===== config.mk =====
export PLATFORM = sky130hd
export DESIGN_NAME = positional_ordered_list
export DESIGN_NICKNAME = d
export VERILOG_FILES = /design/src/sv/posl_pkg.sv /design/src/sv/positional_ordered_list.sv /design/src/sv/posl_cell.sv
export SDC_FILE = /design/constraint.sdc
export NUM_CORES = 1
export LEC_CHECK = 0
export ABC_AREA = 1
export CAP_MARGIN = 15
export CORE_ASPECT_RATIO = 1.2
export CORE_MARGIN = 1.5
export CORE_UTILIZATION = 55
export DETAILED_ROUTE_END_ITERATION = 7
export DONT_BUFFER_PORTS = 1
export GPL_ROUTABILITY_DRIVEN = 0
export HOLD_SLACK_MARGIN = 0.15
export PLACE_DENSITY = 0.7
export SYNTH_ARGS = -nofsm -noshare
export SYNTH_HDL_FRONTEND = slang
export SYNTH_HIERARCHICAL = 1
export SYNTH_SLANG_ARGS = --single-unit

===== constraint.sdc =====
create_clock -name clk -period 10.4 [get_ports clk]
set_input_delay 2.08 -clock clk [delete_from_list [all_inputs] [get_ports clk]]
set_output_delay 2.08 -clock clk [all_outputs]
set_load 0.02 [all_outputs]

===== src/sv/posl_pkg.sv =====
// ----------------------------------------------------------------------------
// posl_pkg
// shared types, widths and codes for the positional ordered list
// ----------------------------------------------------------------------------
`default_nettype none

package posl_pkg;

	localparam int LIST_DEPTH = 16;
	localparam int IDX_W      = (LIST_DEPTH > 1) ? $clog2(LIST_DEPTH) : 1;
	localparam int CNT_W      = $clog2(LIST_DEPTH + 1);
	localparam int POS_W      = 5;
	localparam int VAL_W      = 32;
	localparam int CMP_W      = ((POS_W > CNT_W) ? POS_W : CNT_W) + 1;

	// operation codes
	localparam logic [1:0] KIND_INS_HEAD = 2'd0;
	localparam logic [1:0] KIND_INS_TAIL = 2'd1;
	localparam logic [1:0] KIND_INS_POS  = 2'd2;
	localparam logic [1:0] KIND_REM_POS  = 2'd3;

	// status codes
	localparam logic [1:0] ST_OK     = 2'd0;
	localparam logic [1:0] ST_FULL   = 2'd1;
	localparam logic [1:0] ST_BADPOS = 2'd2;

	typedef logic signed [VAL_W-1:0] elem_t;

	typedef struct packed {
		logic [1:0]       kind;
		elem_t            value;
		logic [POS_W-1:0] position;
	} req_t;

	typedef struct packed {
		logic [1:0]       status;
		elem_t            removed_value;
		logic [CNT_W-1:0] count;
		logic             empty_res;
	} rsp_t;

	// per-cell control for the current cycle
	typedef struct packed {
		logic load;       // take the inserted value
		logic from_left;  // shift toward the tail
		logic from_right; // shift toward the head
		logic tap;        // put own value on the readout chain
	} cell_ctl_t;

endpackage

`default_nettype wire


===== src/sv/positional_ordered_list.sv =====
// ----------------------------------------------------------------------------
// positional_ordered_list
// bounded ordered list of signed 32-bit values kept in a chain of cells
// ----------------------------------------------------------------------------
// response: registered, shown on rsp in the cycle after the request is accepted
// throughput: one transaction per cycle while rsp_ready is high; every cell shifts in the same cycle
// the response register frees as it is taken, so a new request enters then
// reset: arst_n clears the element count and the response valid; cell
// contents are not reset, only slots below the count are ever read
`default_nettype none

module positional_ordered_list (
	input  wire                 clk,
	input  wire                 arst_n,
	input  wire                 req_valid,
	output logic                req_ready,
	input  posl_pkg::req_t      req,
	output logic                rsp_valid,
	input  wire                 rsp_ready,
	output posl_pkg::rsp_t      rsp
);

	localparam int D = posl_pkg::LIST_DEPTH;

	logic [posl_pkg::CNT_W-1:0] count_q;
	logic                       rsp_valid_q;
	posl_pkg::rsp_t             rsp_q;

	logic                       accept;
	logic                       is_rem;
	logic                       is_ins;
	logic                       full;
	logic                       pos_nz;
	logic [posl_pkg::CMP_W-1:0] pos_c;
	logic [posl_pkg::CMP_W-1:0] cnt_c;
	logic                       rem_ok;
	logic                       ins_ok;
	logic [posl_pkg::IDX_W-1:0] idx;
	logic [posl_pkg::POS_W-1:0] pos_m1;
	logic [1:0]                 status;
	logic [posl_pkg::CNT_W-1:0] count_nxt;

	posl_pkg::cell_ctl_t ctl   [D];
	posl_pkg::elem_t     cval  [D];
	posl_pkg::elem_t     ctap  [D];

	// response register decouples the two sides
	assign req_ready = !rsp_valid_q || rsp_ready;
	assign accept    = req_valid && req_ready;

	// operation decode and range checks
	assign is_rem = (req.kind == posl_pkg::KIND_REM_POS);
	assign is_ins = !is_rem;
	assign full   = (count_q == posl_pkg::CNT_W'(D));
	assign pos_c  = posl_pkg::CMP_W'(req.position);
	assign cnt_c  = posl_pkg::CMP_W'(count_q);
	assign pos_nz = (req.position != '0);
	assign pos_m1 = req.position - posl_pkg::POS_W'(1);

	always_comb begin
		rem_ok = 1'b0;
		ins_ok = 1'b0;
		status = posl_pkg::ST_OK;
		idx    = '0;
		case (req.kind)
			posl_pkg::KIND_REM_POS: begin
				rem_ok = pos_nz && (pos_c <= cnt_c);
				idx    = posl_pkg::IDX_W'(pos_m1);
				if (!rem_ok) begin
					status = posl_pkg::ST_BADPOS;
				end
			end
			posl_pkg::KIND_INS_HEAD: begin
				ins_ok = !full;
				idx    = '0;
			end
			posl_pkg::KIND_INS_TAIL: begin
				ins_ok = !full;
				idx    = posl_pkg::IDX_W'(count_q);
			end
			posl_pkg::KIND_INS_POS: begin
				ins_ok = !full && pos_nz && (pos_c <= cnt_c + posl_pkg::CMP_W'(1));
				idx    = posl_pkg::IDX_W'(pos_m1);
			end
			default: begin
				ins_ok = 1'b0;
			end
		endcase
		// a full list wins over a bad position on every insert kind
		if (is_ins && full) begin
			status = posl_pkg::ST_FULL;
		end else if (is_ins && !ins_ok) begin
			status = posl_pkg::ST_BADPOS;
		end
	end

	always_comb begin
		count_nxt = count_q;
		if (ins_ok) begin
			count_nxt = count_q + posl_pkg::CNT_W'(1);
		end else if (rem_ok) begin
			count_nxt = count_q - posl_pkg::CNT_W'(1);
		end
	end

	// chain of cells: slot 0 is the head
	for (genvar gi = 0; gi < D; gi++) begin : g_cell
		logic at_idx;
		logic past_idx;

		assign at_idx   = (idx == posl_pkg::IDX_W'(gi));
		assign past_idx = (posl_pkg::IDX_W'(gi) > idx);

		// insert opens a gap at idx, remove closes the gap at idx
		assign ctl[gi].load       = accept && ins_ok && at_idx;
		assign ctl[gi].from_left  = accept && ins_ok && past_idx;
		assign ctl[gi].from_right = accept && rem_ok && (at_idx || past_idx);
		assign ctl[gi].tap        = is_rem && at_idx;

		posl_cell u_cell (
			.clk         (clk),
			.ctl         (ctl[gi]),
			.ins_value   (req.value),
			.left_value  ((gi == 0) ? req.value : cval[(gi == 0) ? 0 : gi - 1]),
			.right_value ((gi == D - 1) ? posl_pkg::elem_t'(0) :
				cval[(gi == D - 1) ? gi : gi + 1]),
			.tap_in      ((gi == D - 1) ? posl_pkg::elem_t'(0) :
				ctap[(gi == D - 1) ? gi : gi + 1]),
			.value       (cval[gi]),
			.tap_out     (ctap[gi])
		);
	end

	// element count
	always_ff @(posedge clk or negedge arst_n) begin
		if (!arst_n) begin
			count_q <= '0;
		end else if (accept) begin
			count_q <= count_nxt;
		end
	end

	// response handshake
	always_ff @(posedge clk or negedge arst_n) begin
		if (!arst_n) begin
			rsp_valid_q <= 1'b0;
		end else if (accept) begin
			rsp_valid_q <= 1'b1;
		end else if (rsp_ready) begin
			rsp_valid_q <= 1'b0;
		end
	end

	// response payload
	always_ff @(posedge clk) begin
		if (accept) begin
			rsp_q.status        <= status;
			rsp_q.removed_value <= rem_ok ? ctap[0] : posl_pkg::elem_t'(0);
			rsp_q.count         <= count_nxt;
			rsp_q.empty_res     <= (count_nxt == '0);
		end
	end

	assign rsp_valid = rsp_valid_q;
	assign rsp       = rsp_q;

	// checks on the list control
	a_count_bound: assert property (@(posedge clk) disable iff (!arst_n)
		count_q <= posl_pkg::CNT_W'(D))
		else $error("element count above list depth");

	a_empty_flag: assert property (@(posedge clk) disable iff (!arst_n)
		rsp_valid |-> (rsp.empty_res == (rsp.count == '0)))
		else $error("empty flag disagrees with count");

	a_full_status: assert property (@(posedge clk) disable iff (!arst_n)
		(accept && is_ins && full) |=> (rsp.status == posl_pkg::ST_FULL && rsp_valid))
		else $error("insert into full list not flagged");

	a_count_track: assert property (@(posedge clk) disable iff (!arst_n)
		accept |=> (count_q == rsp.count))
		else $error("response count differs from held count");

endmodule

`default_nettype wire


===== src/sv/posl_cell.sv =====
// ----------------------------------------------------------------------------
// posl_cell
// one list slot: holds an element and trades it with its neighbors
// ----------------------------------------------------------------------------
`default_nettype none

module posl_cell (
	input  wire                      clk,
	input  posl_pkg::cell_ctl_t      ctl,
	input  posl_pkg::elem_t          ins_value,
	input  posl_pkg::elem_t          left_value,
	input  posl_pkg::elem_t          right_value,
	input  posl_pkg::elem_t          tap_in,
	output posl_pkg::elem_t          value,
	output posl_pkg::elem_t          tap_out
);

	posl_pkg::elem_t value_q;

	always_ff @(posedge clk) begin
		if (ctl.load) begin
			value_q <= ins_value;
		end else if (ctl.from_left) begin
			value_q <= left_value;
		end else if (ctl.from_right) begin
			value_q <= right_value;
		end
	end

	// readout chain runs from the tail toward the head
	assign tap_out = ctl.tap ? value_q : tap_in;
	assign value   = value_q;

endmodule

`default_nettype wire


[Yosys cells after proc, flatten, opt, wreduce, memory -nomap -nowiden]
Index checks and enable logic that the tools add are counted.
Storage, ports and cells
  memories: 0
  register bits after elaboration: 558
  ROM bits: 0
  output and inout port bits: 42
  logic and storage cells: 253
  RAM bits: 0
  bits in latches: 0
Cells by class
  shift operators: 0
  bitwise gates (word level): 0
  equal/unequal tests: 19
  $mul: 0
  mux-type cells: 74
  $add $sub $neg: 4
  reductions and logical operators: 116
  $lt $le $gt $ge: 18
  div/mod/pow operators: 0
Operators by type and width (number)
  32-bit 2-to-1 mux: 64
  1-bit logical AND: 72
  3-bit nonzero test: 16
  4-bit equality test (second input constant): 8
  4-bit > comparator (first input constant): 8
  1-bit logical OR: 17
  4-bit by 3-bit equality test with 1-bit output (second input constant): 4
  3-bit by 4-bit > comparator with 1-bit output (first input constant): 4
  4-bit case mux with 3 select lines: 1
  5-bit 2-to-1 mux: 2
  4-bit by 2-bit equality test with 1-bit output (second input constant): 2
  1-bit by 4-bit > comparator with 1-bit output (first input constant): 2
  2-bit by 4-bit > comparator with 1-bit output (first input constant): 2
  5-bit by 1-bit adder with 6-bit output (second input constant): 1
  5-bit by 6-bit <= comparator with 1-bit output: 1
  2-bit 2-to-1 mux: 3
  5-bit by 1-bit adder with 5-bit output (second input constant): 1
  5-bit equality test (second input constant): 1
  5-bit <= comparator: 1
  5-bit logical NOT: 1
  5-bit nonzero test: 1
  5-bit by 1-bit subtractor with 5-bit output (second input constant): 1
  2-bit equality test (second input constant): 2
  4-bit by 1-bit equality test with 1-bit output (second input constant): 1
  9 further kinds: 15

[Depth between registers and ports, before layout]
Gate-level depths: netlist (run 1).
  depth after elaboration: 21
  mapped depth: 45

[Cells and area by module]
Netlist (run 1), hierarchy kept.
By module, submodules not included
  posl_cell: area an instance 2436.1 um2, instances 16, cells an instance 377
  positional_ordered_list: area an instance 2976.6 um2, instances 1, cells an instance 375

[Least setup slack after synthesis (run 1)]
No wires, ideal clock.
  path type: input-to-reg
  start: in req[0] in the netlist's numbering
  end: reg rsp_q, in the netlist rsp[16], data pin
  buffers on the path: 2
  setup slack: 3964 ps
  data arrival time: 6298 ps
  stages on the path: 43
  library setup time: 138 ps
  data required time: 10262 ps
  cells stage by stage: inv_1 -> ha_1 -> o22ai_2 -> nand2_1 -> nor2_2 -> inv_1 -> nor2_1 -> buf_4 -> buf_2 -> nand2_1 -> o21ai_0 -> inv_1 -> o21ai_0 -> inv_1 -> o21ai_0 -> inv_1 -> o21ai_0 -> inv_1 -> (+7 left out) -> inv_1 -> o21ai_0 -> inv_1 -> o21ai_0 -> inv_1 -> o21ai_0 -> inv_1 -> o21ai_0 -> inv_1 -> o21ai_0 -> inv_1 -> o21ai_0 -> inv_1 -> o21ai_0 -> inv_1 -> o21ai_0 -> inv_1 -> nor2_1
RTL lines
  from (decl): RTL line positional_ordered_list.sv:17  | input posl_pkg::req_t req,
  to (decl): RTL line positional_ordered_list.sv:27  | posl_pkg::rsp_t rsp_q;

==> results of run 1 <==
flip-flops by register name (all words and copies together), names as in the netlist:
signal / count
rsp_valid: 1
g_cell.u_cell/value: 512
count_q: 5
rsp: 40
metrics by stage:
stage               setup slack (ns)  power, mW  instance area, µm²  hold slack, ns
finish                          2.85       7.30               43300           0.622
global route                    2.07       7.78               43300           0.656
CTS                             2.87       7.32               43100           0.619
detailed placement              2.18       5.19               41200           0.608
global placement                2.36       5.13               41200           0.578
floorplan                       3.96       4.80               42200           0.525
worst reg2reg max path: cells and delay by family (launching register included):
kind	cells	cell delay (ns)
buffers and inverters	18	1.66
AOI/OAI and AO/OA	16	2.77
and+or+nand+nor	5	1.27
DFF	1	0.44
routing by layer:
metal / wire (µm) / part of all wire (%) / GRT usage, % / up-vias
li1: - / - / - / 18600
met1: 48200 / 45 / 38.7 / 15600
met2: 49200 / 46 / 46.2 / 1272
met3: 8210 / 7.6 / 3.89 / 139
met4: 1740 / 1.6 / 6.01 / 0
met5: 0 / 0 / 0 / -
power groups by stage:
stage | clock network (mW) | logic [mW] | registers (mW)
after floorplan | 0 | 1.52 | 3.28
after global placement | 0 | 1.77 | 3.36
after detailed placement | 0 | 1.82 | 3.37
after CTS | 2.17 | 1.83 | 3.32
after global routing | 2.25 | 2.16 | 3.37
final | 2.13 | 1.85 | 3.32
placed cells by master (no fill, tap or decap), types with 8 or more instances in the layout:
| cell | instances |
|---|---|
| buf_4 | 59 |
| nand2_2 | 8 |
| nand2_1 | 2628 |
| clkinv_2 | 11 |
| nor2_1 | 77 |
| nor2_4 | 18 |
| nor2_2 | 26 |
| clkbuf_1 | 19 |
| o21ai_0 | 518 |
| edfxtp_1 | 552 |
| ha_1 | 15 |
| clkinv_1 | 8 |
| inv_1 | 1604 |
| inv_2 | 8 |
| conb_1 | 65 |
| clkbuf_16 | 61 |
| inv_4 | 32 |
| nand3_1 | 529 |
cell type report:
| cell class | instances | area (µm²) |
|---|---|---|
| Clock buffer | 84 | 1650 |
| Clock inverter | 27 | 231 |
| Fill cell | 7283 | 32000 |
| Inverter | 1644 | 6250 |
| Multi-Input combinational cell | 3921 | 16600 |
| Sequential cell | 558 | 16700 |
| Tap cell | 1008 | 1260 |
| Timing Repair Buffer | 66 | 583 |
worst max path at each step:
stage	start	endpoint	slack, ns
floorplan	req[0]	rsp[16]	3.96
global placement	req[0]	rsp[12]	2.36
detailed placement	req[0]	rsp[12]	2.18
CTS	req[0]	rsp[36]	2.87
global route	req[0]	rsp[9]	2.07
finish	req[0]	rsp[12]	2.85
cells by family after synthesis:
logic type	synth area share, %
adder cells (fa/ha/maj)	0.447
AO/OA/AOI/OAI	6.40
buffers and inverters	21.7
AND/OR/NAND/NOR	31.4
other	0.00894
flip-flops	39.9
XOR/XNOR	0.125
==> results list, run 1 <==
- In this run, CTS created clock tree buffers numbering 61.
- Cell internal power was estimated by the tool at 4.80 mW.
- Net switching is 34.3% of the power.
- In this run the vertical extent of the chip is 306 µm.
* Cell chosen for the clock root: clkbuf_16
- For the pin with the worst max-slew slack, the measured transition is 1.03 ns.
* Most used flip-flop cell after synthesis: edfxtp_1
* Wirelength per Cell: 14.7 µm
- Measured in cells, the most critical reg-to-reg path has a length of 39.
- Number of global-route vias before repair: 33.3k
* Post-synthesis sequential element count: 558
- Power spread over the standard cell area amounts to 169 nW/µm².
- Final number of hold-violating endpoints: 0
- Of the post-synthesis cell area, the dominant cell type holds 39.5%.
- Setup repair bufs after CTS: 0
- Portion of total power attributed to combinational logic: 25.3%
* Family of cells with the greatest summed delay on the critical path: compound AO/OA/AOI/OAI gates
- Placed Cells incl. Taps: 7190
- Share of post-route cells with drive strength above 1: 4.05%
- By count the netlist is led by 2629 x nand2_1, 1605 x inv_1, 552 x edfxtp_1.
- Cell with the most instances on the worst path: inv_1
- TritonCTS built the clock tree.
- Slew HR: 31.2%
- Synthesis handed over a netlist of 6407 instances.
- Longest Clk Path Bufs: 3
- Drc violations: 0
* Worst R2R Start: count_q[1]
- Input and output buffers added on the ports amount to 0.
- Once detailed placement completed, the half-perimeter wirelength came to 75300 µm.
- Yosys instantiated no cell more often than nand2_1.
* Total negative slack for setup checks: 0 ns
* Cell Area, Synth: 42000 µm²
- The core region is 75300 µm².
* Count of buffering cells on the critical path with inverters included: 18
- Synthesis-to-layout area growth: 3.10%
* Final setup violation count: 0
- Total routing resource utilization after global routing: 27.9%
* Mean instance size in the synthesized netlist: 6.55 µm²
* Endpoint of the lowest-slack register-to-register path: rsp[12]
- Starting density of the core: 55.7%
- Standard cell with the maximum stage delay on the critical path: nor2_4
- Entering global routing, the biggest net connects 65 pins.
- In the final design database the tool counted 6310 nets.
- Yosys mapped the design onto 35 distinct sky130hd cell types.
* Final-report max-slew violation count: 0
- Sw Pwr: 2.50 mW
- Global routing finished with a remaining overflow of 0.
- In this run the static leakage power is 22.8 nW.
* Cell accounting for the most synthesized area: edfxtp_1
- The synthesized design contains 552 enable-type register cells.
- Across all layers, the routed design uses 35.6k vias.
- Total Routed Length: 107000 µm
* Worst setup path class: in -> reg
* Largest cells by area after synthesis: edfxtp_1 40%, nand2_1 24%, inv_1 14%
* Crit path depth: 40
- Number of placement rows: 110
- Pin placement for this block handled 85 I/O pins.
- The later pin in the worst-skew pair is clocked with a latency of 0.65 ns.
- IR analysis of the VDD net gives a maximum drop of 0.000124 V.
- Based on the critical path, the design can be clocked at up to 132 MHz.
- Part of the Yosys area used for sequential elements: 39.9%
- DRT antenna net count: 0
- The first detailed-routing pass ran for 5 iterations.
- The path with the worst hold slack has its endpoint at count_q[1].
- In this run the horizontal extent of the chip is 255 µm.
- The share of total power dissipated in sequential elements is 45.5%.
- 1st-iter DRT viols: 3448
- Across the run, the number of max-cap violations was 0.
- At the end of the flow the core is filled with cells to 57.5%.
- Crit-path max cell delay: 0.67 ns
- Number of clock sinks: 558
- The run finished with clean final reports.
- After clock tree synthesis, the clock-pin slew on the worst setup and hold paths is 0.06 ns.
* Synthesis Warnings: 6
- Worst min-delay path category: reg -> reg
- H-tree lvl count: 2
- The number of antenna violations at the first check in global routing is 0.
- The first global-routing pass estimated 178000 µm of wire.
- Number of cells on the worst hold path: 2
- Period utilisation layout: 72.6%
* Slack of the worst reg-to-reg path: 4.08 ns
- Required time of the critical path: 10.88 ns
- The worst setup path is captured at a register.
* Number of standard cells in the layout, taps in and fillers out: 7308
- Element type at the critical path start: input pin
- Final worst clock skew: 0.0149 ns
* Time the final worst path needs with I/O delays and setup: 7.55 ns
- Resized cells post-CTS: 0
- RSZ-0062 raised after global routing: false
- Vias/cell: 4.87
- After clock tree synthesis, the flow added hold-fix buffers numbering 0.
- The repair_antennas step left the layout with diodes totalling 0.
- Total die area: 78000 µm²
* Hold Path Origin: count_q[1]
- The clock network burns 29.1% of the power.
- Ys async rst share: 1.08%
- For the worst setup path, the data arrival time is 8.04 ns.
* Maximum fanout along the worst path: 29
(Power assumes the default switching activity.)
==> run 2, diff against run 1 <==
--- a/config.mk
+++ b/config.mk
@@ -14,7 +14,7 @@
 export DONT_BUFFER_PORTS = 1
 export GPL_ROUTABILITY_DRIVEN = 0
 export HOLD_SLACK_MARGIN = 0.15
-export PLACE_DENSITY = 0.7
+export PLACE_DENSITY = 0.73
 export SYNTH_ARGS = -nofsm -noshare
 export SYNTH_HDL_FRONTEND = slang
 export SYNTH_HIERARCHICAL = 1
==> constraint.sdc (replaced) <==
create_clock -name clk -period 6.75 [get_ports clk]
set_input_delay 1.35 -clock clk [delete_from_list [all_inputs] [get_ports clk]]
set_output_delay 1.35 -clock clk [all_outputs]
set_load 0.02 [all_outputs]
==> run 2 against run 1 <==
Against the previous run: hold slack got worse by 0.23 ns; die area unchanged; flip-flop and latch count unchanged; final cell count grew 0.29%; sequential power rose by 54%; count of clock-buffer cells in the layout rose by 6; global-route usage is 1.4 points lower; via count down 0.39%; critical endpoint is now rsp[9]; largest power group unchanged.
==> results list, run 2 (synthesis gave the netlist of run 1 again) <==
- Outcome: finished, final reports clean
* Total die area: 78000 µm²
- Maximum fanout along the worst path: 26
- Setup repair after global routing left no endpoint under its margin.
- By startpoint and endpoint, the worst setup path is classified as in -> reg.
- Synthesis-to-layout area growth: 3.45%
- For this design, the sink count on the clock tree is 558.
- VDD sags by at most 0.000214 V.
- Element type at the critical path start: input pin
- Number of antenna violations at the first check in global routing: 0
* Overall power consumption: 11.2 mW
- Leakage power of the design: 22.9 nW
- The routed layout has 35.4k vias.
* TritonCTS clock tree: yes
- Total Routed Length: 103000 µm
- The H-tree was split into 2 levels.
* DRT antenna net count: 0
* Peak Freq: 170 MHz
- 85 I/O pins were placed.
- TritonCTS created 61 clock buffers.
- Overall die height: 306 µm
- The detailed router finished its first iteration with 3095 violations.
- Clk_lat worst skew: 0.65 ns
- Required time of the critical path: 7.26 ns
- In the final design database the tool counted 6330 nets.
* Final-report max-slew violation count: 0
- The worst path in the final design needs a cycle of 5.90 ns, including I/O delays and setup.
- Standard cell with the maximum stage delay on the critical path: o21ai_0
- Total routing resource utilization after global routing: 26.5%
* Highest-count cells in the layout ignoring fill and taps: 2629 x nand2_1, 1604 x inv_1, 552 x edfxtp_1, 529 x nand3_1, 516 x o21ai_0
* Share of post-route cells with drive strength above 1: 4.24%
- For this run, design rule violations remaining after detail routing come to 0.
- Crit-path max cell delay: 0.22 ns
- The die is 255 µm wide.
* Final number of hold-violating endpoints: 0
- The path class of the tightest hold or removal check is in -> async.
* Final worst clock skew: 0.0138 ns
- Wirelength per Cell: 14.0 µm
- Starting density of the core: 55.7%
- Power spread over the standard cell area amounts to 258 nW/µm².
- The tree is rooted in a clkbuf_16.
- Leaving out fill and tap cells, the most frequent cell in the layout is nand2_1.
- Largest register FFs: 512
- Arr. time, crit path: 6.40 ns
- Counting stages on the worst path, the most repeated cell is inv_1.
* Number of buffers added to fix hold violations after cts: 0
* # diodes: 0
* Crit end category: register
- Global routing finished with a remaining overflow of 0.
- For this run, the detailed router's first-pass iteration total came to 6.
- The floorplan has 110 rows.
- Headroom to the max-slew limit came out at 25.0%.
- Input and output buffers added on the ports amount to 0.
- Longest Clk Path Bufs: 3
* Vias/cell: 4.83
- Core area: 75300 µm²
- Total negative slack for setup checks: 0 ns
- After clock tree synthesis, the clock-pin slew on the worst setup and hold paths is 0.06 ns.
- Maximum number of pins on one net before global-route repair: 65
* Max cap viols: 0
- The number of global-route vias before repair is 33.1k.
- For the pin with the worst max-slew slack, the measured transition is 1.12 ns.
- Setup violations remaining at the end of the flow were counted as 0.
* First-pass GRT wire length: 171000 µm
- Period utilisation layout: 87.4%
- Post-detailed-placement half-perimeter wirelength: 74500 µm
[run 2: changes by cell type in the layout (fill, tap and decap cells not counted), sizes merged]
cell,delta
bufinv,-1
clkinvlp,-2
clkinv,-3
buf,+19
inv,+1
clkbuf,+7
[run 2: report_power, final]
group,leakage (nW),switching (mW),internal [mW]
sequential,5.20,0.437,4.68
combinational,16.8,1.93,0.900
clock,0.914,1.43,1.82
[run 2: worst paths after layout]
check / start / endpoint / slack (ns) / cells after the start
min: arst_n / count_q[4] / 0.40 / 0
max: req[0] / rsp[9] / 0.85 / 44
max reg2reg: count_q[0] / rsp[9] / 1.23 / 39
min reg2reg: count_q[1] / count_q[1] / 0.61 / 2
max in group asynchronous: arst_n / count_q[1] / 6.29 / 0
min in group clk: count_q[1] / count_q[1] / 0.61 / 2
[run 2: layer usage]
metal	wire, µm	global-route usage, %
met1	45400	35.7
met2	48500	45.2
met3	6950	3.12
met4	1800	6.62
met5	0	0
[run 2: area by class of cell]
type | instances | area [µm²]
clock buffers | 90 | 1720
clock inverters | 22 | 154
fillers | 7325 | 31900
inverters | 1644 | 6250
multi-input cells | 3921 | 16600
flip-flops and latches | 558 | 16700
well taps | 1008 | 1260
repair buffers | 86 | 738
[run 2: worst max-delay path: cells and delay by family]
kind,cells,cell delay (ns)
buf+inv,19,1.33
compound gates,19,2.95
fa+ha+maj,1,0.19
simple gates,5,0.58
[run 2: what timing repair did]
action | CTS | global route
gates resized for setup | 0 | 3
setup endpoints to repair | 0 | 3
buffers inserted | 0 | 1
endpoints found under the hold margin | 0 | 0
[run 2: through the flow]
stage | util (%) | setup WS, ns | instances | instance area [µm²] | hold slack (ns)
floorplan | - | 1.04 | 6471 | 42200 | 0.525
global placement | 55.1 | 0.343 | 7214 | 41500 | 0.579
detailed placement | 55.1 | 0.200 | 7214 | 41500 | 0.609
CTS | 57.6 | 0.886 | 7326 | 43300 | 0.369
global route | 57.7 | 0.0406 | 7329 | 43400 | 0.371
finish | 57.7 | 0.851 | 7329 | 43400 | 0.395
